`src/hw/rtl/heartbeat_interval_qualifier_macros.svh`:
```
// ----------------------------------------------------------------------------
// Heartbeat interval qualifier assertion macros
// Shared property forms for the qualifier's internal checks.
// ----------------------------------------------------------------------------
`ifndef HEARTBEAT_INTERVAL_QUALIFIER_MACROS_SVH
`define HEARTBEAT_INTERVAL_QUALIFIER_MACROS_SVH

// Consequent must hold in the same cycle as the antecedent.
`define HIQ_ASSERT_SAME(label, clk, rst, ante, cons, msg) \
  label: assert property (@(posedge clk) disable iff (rst) (ante) |-> (cons)) \
    else $error(msg);

// Consequent must hold in the cycle after the antecedent.
`define HIQ_ASSERT_NEXT(label, clk, rst, ante, cons, msg) \
  label: assert property (@(posedge clk) disable iff (rst) (ante) |=> (cons)) \
    else $error(msg);

`endif

```
`src/hw/rtl/hiq_pkg.sv`:
```
// ----------------------------------------------------------------------------
// Heartbeat interval qualifier package
// Widths, constants and shared types of the qualifier.
// ----------------------------------------------------------------------------
package hiq_pkg;

  localparam int TicksW     = 24;
  localparam int RateW      = 16;
  localparam int CountW     = 8;
  localparam int TpsW       = 16;
  localparam int ReadIdxW   = 3;
  localparam int StoreDepth = 8;
  localparam int StoreIdxW  = 3;

  // ticks_per_second * 60 fits in 22 bits
  localparam int DividendW  = 22;
  localparam int DivCountW  = $clog2(DividendW + 1);

  localparam int PaddrW     = 5;
  localparam int PdataW     = 32;

  typedef enum logic [2:0] {
    REG_RUN_LENGTH       = 3'd0,
    REG_FASTEST_INTERVAL = 3'd1,
    REG_SLOWEST_INTERVAL = 3'd2,
    REG_TICKS_PER_SECOND = 3'd3,
    REG_MAX_VARIANCE     = 3'd4
  } reg_index_t;

  typedef struct packed {
    logic busy;
    logic done;
  } div_status_t;

endpackage

```
`src/hw/rtl/heartbeat_interval_qualifier.sv`:
```
// ----------------------------------------------------------------------------
// Heartbeat interval qualifier
// Qualifies pulse sensor scans, converts the beat interval to a rate and
// keeps accepted rates in a ring store.
// ----------------------------------------------------------------------------
// Usage:
//   Input channel (in_valid / in_stall) carries one scan or read item with
//   action, sensor_high, timer_ticks and read_index. Output channel
//   (out_valid / out_stall) returns exactly one result item per input item.
//   The user must write registers over APB only while the block is idle; the block does not enforce this.
// Item flow:
//   Read items, low scans and high scans that do not yield a rate finish at
//   the accept edge: the result is registered there. A qualified run whose
//   interval lies inside the window is accepted, then passes the restoring
//   divider (one quotient bit per cycle), the quotient handover and the
//   variance band check and store, which waits while the output stalls.
//   in_stall stays high during that time.
// Reset:
//   rst is synchronous; it clears the run counter, previous rate, the ring
//   store and its pointer, and loads the register defaults.
// Stall:
//   A waiting result holds in the output register; a new item is taken only
//   when that register is empty or is drained in the same cycle.
// ----------------------------------------------------------------------------
`include "heartbeat_interval_qualifier_macros.svh"

module heartbeat_interval_qualifier (
  input  logic                          clk,
  input  logic                          rst,
  // configuration
  input  logic                          psel,
  input  logic                          penable,
  input  logic                          pwrite,
  input  logic [hiq_pkg::PaddrW-1:0]    paddr,
  input  logic [hiq_pkg::PdataW-1:0]    pwdata,
  output logic [hiq_pkg::PdataW-1:0]    prdata,
  output logic                          pready,
  // input items
  input  logic                          in_valid,
  output logic                          in_stall,
  input  logic                          action,
  input  logic                          sensor_high,
  input  logic [hiq_pkg::TicksW-1:0]    timer_ticks,
  input  logic [hiq_pkg::ReadIdxW-1:0]  read_index,
  // result items
  output logic                          out_valid,
  input  logic                          out_stall,
  output logic                          rate_ready,
  output logic [hiq_pkg::RateW-1:0]     rate,
  output logic                          rate_accepted,
  output logic [hiq_pkg::StoreIdxW-1:0] write_position,
  output logic                          restart_timer,
  output logic                          stop_scan,
  output logic [hiq_pkg::RateW-1:0]     read_value
);
  import hiq_pkg::*;

  typedef enum logic [1:0] {
    ST_IDLE,
    ST_DIV,
    ST_FINISH
  } state_t;

  state_t state;

  // configuration registers
  logic [CountW-1:0] run_length;
  logic [TicksW-1:0] fastest_interval;
  logic [TicksW-1:0] slowest_interval;
  logic [TpsW-1:0]   ticks_per_second;
  logic [CountW-1:0] max_variance;

  // block state
  logic [CountW-1:0] run_count;
  logic [CountW-1:0] previous_rate;

  logic              cfg_wr;
  reg_index_t        cfg_idx;

  logic              in_acc;
  logic              out_free;
  logic [CountW-1:0] run_count_next;
  logic              run_done;
  logic              in_window;
  logic              div_start;

  logic [DividendW-1:0] dividend;
  logic [DividendW-1:0] quotient;
  div_status_t          div_st;

  logic [RateW-1:0]     rate_sat;
  logic signed [17:0]   rate_s;
  logic signed [17:0]   band_lo;
  logic signed [17:0]   band_hi;
  logic                 band_ok;

  logic                 store_wr;
  logic [RateW-1:0]     store_rd;
  logic [StoreIdxW-1:0] wr_ptr_next;

  logic                 finish_load;

  // ---------------------------------------------------------------------------
  // Configuration port
  // ---------------------------------------------------------------------------
  assign pready  = 1'b1;
  assign cfg_wr  = psel & penable & pwrite;
  assign cfg_idx = reg_index_t'(paddr[PaddrW-1:2]);

  always_ff @(posedge clk) begin
    if (rst) begin
      run_length       <= CountW'(5);
      fastest_interval <= TicksW'(8192);
      slowest_interval <= TicksW'(65536);
      ticks_per_second <= TpsW'(32768);
      max_variance     <= CountW'(20);
    end else if (cfg_wr) begin
      unique case (cfg_idx)
        REG_RUN_LENGTH:       run_length       <= pwdata[CountW-1:0];
        REG_FASTEST_INTERVAL: fastest_interval <= pwdata[TicksW-1:0];
        REG_SLOWEST_INTERVAL: slowest_interval <= pwdata[TicksW-1:0];
        REG_TICKS_PER_SECOND: ticks_per_second <= pwdata[TpsW-1:0];
        REG_MAX_VARIANCE:     max_variance     <= pwdata[CountW-1:0];
        default: ;
      endcase
    end
  end

  always_comb begin
    unique case (cfg_idx)
      REG_RUN_LENGTH:       prdata = PdataW'(run_length);
      REG_FASTEST_INTERVAL: prdata = PdataW'(fastest_interval);
      REG_SLOWEST_INTERVAL: prdata = PdataW'(slowest_interval);
      REG_TICKS_PER_SECOND: prdata = PdataW'(ticks_per_second);
      REG_MAX_VARIANCE:     prdata = PdataW'(max_variance);
      default:              prdata = '0;
    endcase
  end

  // ---------------------------------------------------------------------------
  // Item intake and run tracking
  // ---------------------------------------------------------------------------
  assign out_free  = !out_valid || !out_stall;
  assign in_stall  = (state != ST_IDLE) || !out_free;
  assign in_acc    = in_valid && !in_stall;

  assign run_count_next = run_count + 1'b1;
  assign run_done       = (run_count_next == run_length);
  assign in_window      = (timer_ticks > fastest_interval) &&
                          (timer_ticks < slowest_interval);
  assign div_start      = in_acc && !action && sensor_high && run_done && in_window;

  // ticks_per_second * 60 as 64x - 4x
  assign dividend = {ticks_per_second, 6'b0} - {4'b0, ticks_per_second, 2'b0};

  hiq_divider u_divider (
    .clk      (clk),
    .rst      (rst),
    .start    (div_start),
    .dividend (dividend),
    .divisor  (timer_ticks),
    .quotient (quotient),
    .status   (div_st)
  );

  // ---------------------------------------------------------------------------
  // Saturation and variance band
  // ---------------------------------------------------------------------------
  always_comb begin
    rate_sat = (|quotient[DividendW-1:RateW]) ? {RateW{1'b1}} : quotient[RateW-1:0];
    rate_s   = $signed({2'b0, rate_sat});
    band_lo  = $signed({10'b0, previous_rate}) - $signed({10'b0, max_variance});
    band_hi  = $signed({10'b0, previous_rate}) + $signed({10'b0, max_variance});
    band_ok  = (rate_s < band_hi) && (rate_s > band_lo);
  end

  assign finish_load = (state == ST_FINISH) && out_free;
  assign store_wr    = finish_load && band_ok;

  hiq_store u_store (
    .clk         (clk),
    .rst         (rst),
    .wr_en       (store_wr),
    .wr_data     (rate_sat),
    .rd_index    (read_index),
    .rd_data     (store_rd),
    .wr_ptr_next (wr_ptr_next)
  );

  // ---------------------------------------------------------------------------
  // Sequencer and result register
  // ---------------------------------------------------------------------------
  always_ff @(posedge clk) begin
    if (rst) begin
      state         <= ST_IDLE;
      run_count     <= '0;
      previous_rate <= '0;
      out_valid     <= 1'b0;
    end else begin
      unique case (state)
        ST_IDLE: begin
          if (in_acc) begin
            rate_ready     <= 1'b0;
            rate           <= '0;
            rate_accepted  <= 1'b0;
            write_position <= wr_ptr_next;
            restart_timer  <= !action && sensor_high && run_done;
            stop_scan      <= !action && !sensor_high;
            read_value     <= action ? store_rd : '0;
            // hold the result until the rate is known
            out_valid      <= !div_start;
            if (!action) begin
              run_count <= sensor_high ? run_count_next : '0;
            end
            if (div_start) begin
              state <= ST_DIV;
            end
          end else if (!out_stall) begin
            out_valid <= 1'b0;
          end
        end
        ST_DIV: begin
          if (!out_stall) begin
            out_valid <= 1'b0;
          end
          if (div_st.done) begin
            state <= ST_FINISH;
          end
        end
        ST_FINISH: begin
          if (out_free) begin
            rate_ready     <= 1'b1;
            rate           <= rate_sat;
            rate_accepted  <= band_ok;
            write_position <= wr_ptr_next;
            previous_rate  <= rate_sat[CountW-1:0];
            out_valid      <= 1'b1;
            state          <= ST_IDLE;
          end
        end
        default: state <= ST_IDLE;
      endcase
    end
  end

  // ---------------------------------------------------------------------------
  // Assertions
  // ---------------------------------------------------------------------------
  `HIQ_ASSERT_SAME(a_div_done_in_div, clk, rst, div_st.done, state == ST_DIV,
                   "divider finished outside ST_DIV")
  `HIQ_ASSERT_SAME(a_div_busy_in_div, clk, rst, div_st.busy, state == ST_DIV,
                   "divider busy outside ST_DIV")
  `HIQ_ASSERT_NEXT(a_low_scan_clears, clk, rst, in_acc && !action && !sensor_high,
                   run_count == '0 && out_valid && stop_scan,
                   "low scan did not clear the run")
  `HIQ_ASSERT_SAME(a_accepted_has_rate, clk, rst, out_valid && rate_accepted,
                   rate_ready && restart_timer, "stored rate without a computed rate")
  `HIQ_ASSERT_NEXT(a_store_write_result, clk, rst, store_wr, out_valid && rate_accepted,
                   "store write without an accepted result")

endmodule

```
`src/hw/rtl/hiq_divider.sv`:
```
// ----------------------------------------------------------------------------
// Heartbeat interval qualifier divider
// Restoring divider, one quotient bit per cycle.
// ----------------------------------------------------------------------------
module hiq_divider (
  input  logic                           clk,
  input  logic                           rst,
  input  logic                           start,
  input  logic [hiq_pkg::DividendW-1:0]  dividend,
  input  logic [hiq_pkg::TicksW-1:0]     divisor,
  output logic [hiq_pkg::DividendW-1:0]  quotient,
  output hiq_pkg::div_status_t           status
);
  import hiq_pkg::*;

  logic                 busy;
  logic                 done;
  logic [DivCountW-1:0] count;
  logic [TicksW-1:0]    rem;
  logic [DividendW-1:0] num;
  logic [TicksW-1:0]    dvs;

  logic [TicksW:0]      rem_sh;
  logic [TicksW:0]      sub;
  logic                 ge;
  logic [TicksW-1:0]    rem_next;
  logic [DividendW-1:0] num_next;
  logic                 last_step;

  always_comb begin
    rem_sh   = {rem, num[DividendW-1]};
    sub      = rem_sh - {1'b0, dvs};
    ge       = (rem_sh >= {1'b0, dvs});
    rem_next = ge ? sub[TicksW-1:0] : rem_sh[TicksW-1:0];
    num_next = {num[DividendW-2:0], ge};
  end

  assign last_step = (count == DivCountW'(DividendW - 1));

  always_ff @(posedge clk) begin
    if (rst) begin
      busy  <= 1'b0;
      done  <= 1'b0;
      count <= '0;
    end else begin
      done <= busy && !start && last_step;
      if (start) begin
        busy  <= 1'b1;
        count <= '0;
        rem   <= '0;
        num   <= dividend;
        dvs   <= divisor;
      end else if (busy) begin
        rem   <= rem_next;
        num   <= num_next;
        count <= count + 1'b1;
        if (last_step) begin
          busy <= 1'b0;
        end
      end
    end
  end

  assign quotient    = num;
  assign status.busy = busy;
  assign status.done = done;

endmodule

```
`src/hw/rtl/hiq_store.sv`:
```
// ----------------------------------------------------------------------------
// Heartbeat interval qualifier rate store
// Ring of accepted rates with its write pointer.
// ----------------------------------------------------------------------------
module hiq_store (
  input  logic                          clk,
  input  logic                          rst,
  input  logic                          wr_en,
  input  logic [hiq_pkg::RateW-1:0]     wr_data,
  input  logic [hiq_pkg::ReadIdxW-1:0]  rd_index,
  output logic [hiq_pkg::RateW-1:0]     rd_data,
  output logic [hiq_pkg::StoreIdxW-1:0] wr_ptr_next
);
  import hiq_pkg::*;

  logic [RateW-1:0]     entries [StoreDepth];
  logic [StoreIdxW-1:0] wr_ptr;

  always_comb begin
    wr_ptr_next = wr_ptr;
    if (wr_en) begin
      // wrap at the store depth
      if (wr_ptr == StoreIdxW'(StoreDepth - 1)) begin
        wr_ptr_next = '0;
      end else begin
        wr_ptr_next = wr_ptr + 1'b1;
      end
    end
  end

  always_ff @(posedge clk) begin
    if (rst) begin
      wr_ptr <= '0;
      for (int i = 0; i < StoreDepth; i++) begin
        entries[i] <= '0;
      end
    end else begin
      wr_ptr <= wr_ptr_next;
      if (wr_en) begin
        entries[wr_ptr] <= wr_data;
      end
    end
  end

  always_comb begin
    if ({1'b0, rd_index} < (ReadIdxW + 1)'(StoreDepth)) begin
      rd_data = entries[rd_index[StoreIdxW-1:0]];
    end else begin
      rd_data = '0;
    end
  end

endmodule

```
`config.mk`:
```
export PLATFORM = sky130hd
export DESIGN_NAME = heartbeat_interval_qualifier
export DESIGN_NICKNAME = d
export VERILOG_FILES = /design/src/hw/rtl/hiq_pkg.sv /design/src/hw/rtl/heartbeat_interval_qualifier.sv /design/src/hw/rtl/hiq_divider.sv /design/src/hw/rtl/hiq_store.sv
export VERILOG_INCLUDE_DIRS = /design/src /design/src/hw/rtl
export SDC_FILE = /design/constraint.sdc
export NUM_CORES = 1
export LEC_CHECK = 0
export BUFFER_PORTS_ARGS = -buffer_cell sky130_fd_sc_hd__buf_2
export CAP_MARGIN = 25
export CORE_MARGIN = 10
export CORE_UTILIZATION = 40
export CTS_CLUSTER_SIZE = 8
export DETAILED_ROUTE_END_ITERATION = 7
export PLACE_DENSITY = 0.6
export RECOVER_POWER = 100
export REMOVE_ABC_BUFFERS = 1
export SYNTH_ARGS = -nofsm -noshare
export SYNTH_HDL_FRONTEND = slang
export SYNTH_HIERARCHICAL = 1
export SYNTH_SLANG_ARGS = --single-unit
```
`constraint.sdc`:
```
create_clock -name clk -period 9.9 [get_ports clk]
set_input_delay 1.485 -clock clk [delete_from_list [all_inputs] [get_ports clk]]
set_output_delay 1.485 -clock clk [all_outputs]
set_load 0.02 [all_outputs]
```
==> qor.csv <==
metric;value;unit
status;complete, but fails checks;
violations;max-capacitance violations, max-slew violations;
slowest_stage;clkbuf_1;
clockPowerShare;46.5;%
worstSetupStartpointType;flop;
dr_total_vias;14300;
drc_errors;0;
cts_sinks;346;
wl_per_cell;19.4;µm
min_period;7.51;ns
fin_worst_skew;0.0445;ns
holdWs;0.453;ns
hold_violations;0;
swShare;23.0;%
p_comb_share;6.0;%
rsz0062_at_grt;false;
cts_max_path_buffers;3;
grt_usage;17.5;%
report.final.slew_viol_count;396;
grt_pass1_vias;14000;
fin_nets;2183;
syn_to_final_growth;12.2;%
cp_cell_sequence;inv_1 -> ha_1 -> fa_1 -> nor2_1 -> o21ai_0 -> a21oi_1 -> o21ai_0 -> a21oi_1 -> ha_1 -> and3_1 -> nand3_1 -> or2_0 -> o22a_1 -> a32oi_1 -> o31ai_1 -> mux2_1 -> nor4_1 -> nand2b_2 -> clkbuf_1 -> o21bai_1 -> buf_4;
syn_area;19400;µm²
grt_max_degree;69;
drtPass1Iterations;5;
slew_headroom;-99.9;%
setup_viol;0;
globalplace.congestion;0.874;
initial_core_util;40.6;%
viasPerCell;5.45;
post_cts_buffers;0;
max-cap-violations;8;
ant_nets;0;
syn_inst;1872;
fin_tns_setup;0;ns
power_density;153;nW/µm²
rows;80;
pwr-share-seq;47.5;%
crit_buf_inv;3;
cts-hold-fix-buffers;0;
worstMarginPinSlew;3.00;ns
h-tree-depth;2;
drtIter0Drc;986;
peakVddDrop;0.119;mV
max_freq;133;MHz
slowest_delay;1.08;ns
cts_made_buffers;49;
gr-total-overflow;0;
crit_arrival;7.79;ns
crit_type;reg -> reg;
clockRootBuffer;clkbuf_16;
nFillCells;4570;
cts_tree;built;
avgSynthCellArea;10.4;µm²
dp.cells;2535;
fin_crit_sh;75.9;%
drive_gt1_share;8.52;%
place_ws;3.62;ns
grt_pass1_wl;79200;µm
cts-resized-gates;0;
p_leak;7.93;nW
dieArea;57700;µm²
yosysWarningCount;6;
finalPower;3.34;mW
insertion_delay;0.60;ns
hp-class;reg -> reg;
dpl.hpwl;35300;µm
critical_path_peak_fanout;68;
clk_pin_slew;0.05;ns
port_buffers;127;
coreArea;47800;µm²
end_kind;flop;
setup_ws;2.39;ns
io_pins;147;
cpLargestDelayFamily;compound AO/OA/AOI/OAI gates;
switching_power;0.768;mW
cp.required;10.17;ns
antenna_found_initial;5;
fp.dieW;240;µm
internal_power;2.57;mW
routed_wl;50900;µm
die-height;240;µm
final-instance-count-excl-fill;2616;
path summary, 6_finish.rpt:
kind | end | slack [ns] | cells after the start | startpoint
min reg2reg | slowest_interval[15] | 0.45 | 2 | slowest_interval[15]
max reg2reg | u_store/entries[0][0] | 2.39 | 21 | previous_rate[0]
max | u_store/entries[0][0] | 2.39 | 21 | previous_rate[0]
min | slowest_interval[15] | 0.45 | 2 | slowest_interval[15]
layer usage:
layer  track usage [%]  up-vias  wire length [µm]
li1                  -     6932                 -
met1              22.6     6894             22400
met2              28.9      341             24700
met3              2.70       83              2480
met4              6.50        0              1310
met5                 0        -                 0
area by class of cell:
class,count,area [µm²],area share [%]
diodes,5,12.5,0.0574
clock inverters,3,80.1,0.368
repair buffers,149,662,3.04
multi-input cells,1282,9080,41.7
flip-flops and latches,346,9300,42.7
inverters,145,558,2.56
clock buffers,71,1330,6.10
well taps,615,769,3.53
flip-flops by register name (all words and copies together), names as in the netlist, 2 cells and up:
signal              count
u_store/entries       128
fastest_interval       24
slowest_interval       24
u_divider/dvs          24
u_divider/rem          24
u_divider/quotient     22
rate                   16
read_value             16
ticks_per_second       16
max_variance            8
previous_rate           8
run_count               8
run_length              8
u_divider/count         5
u_store/wr_ptr          3
write_position          3
state                   2
stage by stage:
stage / instance area, µm² / util [%]
2_1_floorplan: 18900 / -
3_3_place_gp: 20500 / 42.8
3_5_place_dp: 20500 / 42.9
4_1_cts: 21900 / 45.8
5_1_grt: 21800 / 45.5
6_report: 21800 / 45.5
layout by cell type, fill, tap and decap left out, types with 12 or more instances in the layout:
master	n
clkbuf_16	49
a21oi_1	136
a21o_1	21
edfxtp_1	237
and2_1	28
mux2i_1	30
clkbuf_1	121
nand3_1	22
o22ai_1	13
o21bai_1	17
xor2_1	20
clkinv_1	17
ha_1	134
or2_0	13
nand4_1	13
a22oi_1	32
nand2_1	213
xnor2_1	42
nor2b_1	13
mux2_2	33
nor3_1	143
buf_2	36
a211oi_1	12
mux4_1	28
o21ai_0	52
nor2_1	108
dfxtp_1	109
inv_1	127
power by group through the flow:
stage	logic [mW]	clock network (mW)	registers [mW]
2_1_floorplan	0.104	0	1.62
3_3_place_gp	0.202	0	1.61
3_5_place_dp	0.206	0	1.61
4_1_cts	0.207	1.59	1.59
5_1_grt	0.221	1.65	1.59
6_report	0.201	1.55	1.59
worst reg2reg max path, cell delays in order, from the launching register on:
cell,delay [ns]
dfxtp_1,0.34
inv_1,0.05
ha_1,0.20
fa_1,0.42
nor2_1,0.11
o21ai_0,0.12
a21oi_1,0.21
o21ai_0,0.13
a21oi_1,0.72
ha_1,0.28
and3_1,0.16
nand3_1,0.12
or2_0,0.26
o22a_1,0.23
a32oi_1,0.21
o31ai_1,0.10
mux2_1,0.32
nor4_1,0.84
nand2b_2,0.13
clkbuf_1,1.08
o21bai_1,0.79
buf_4,0.37
Note: power is estimated with default switching activity, not from simulation.
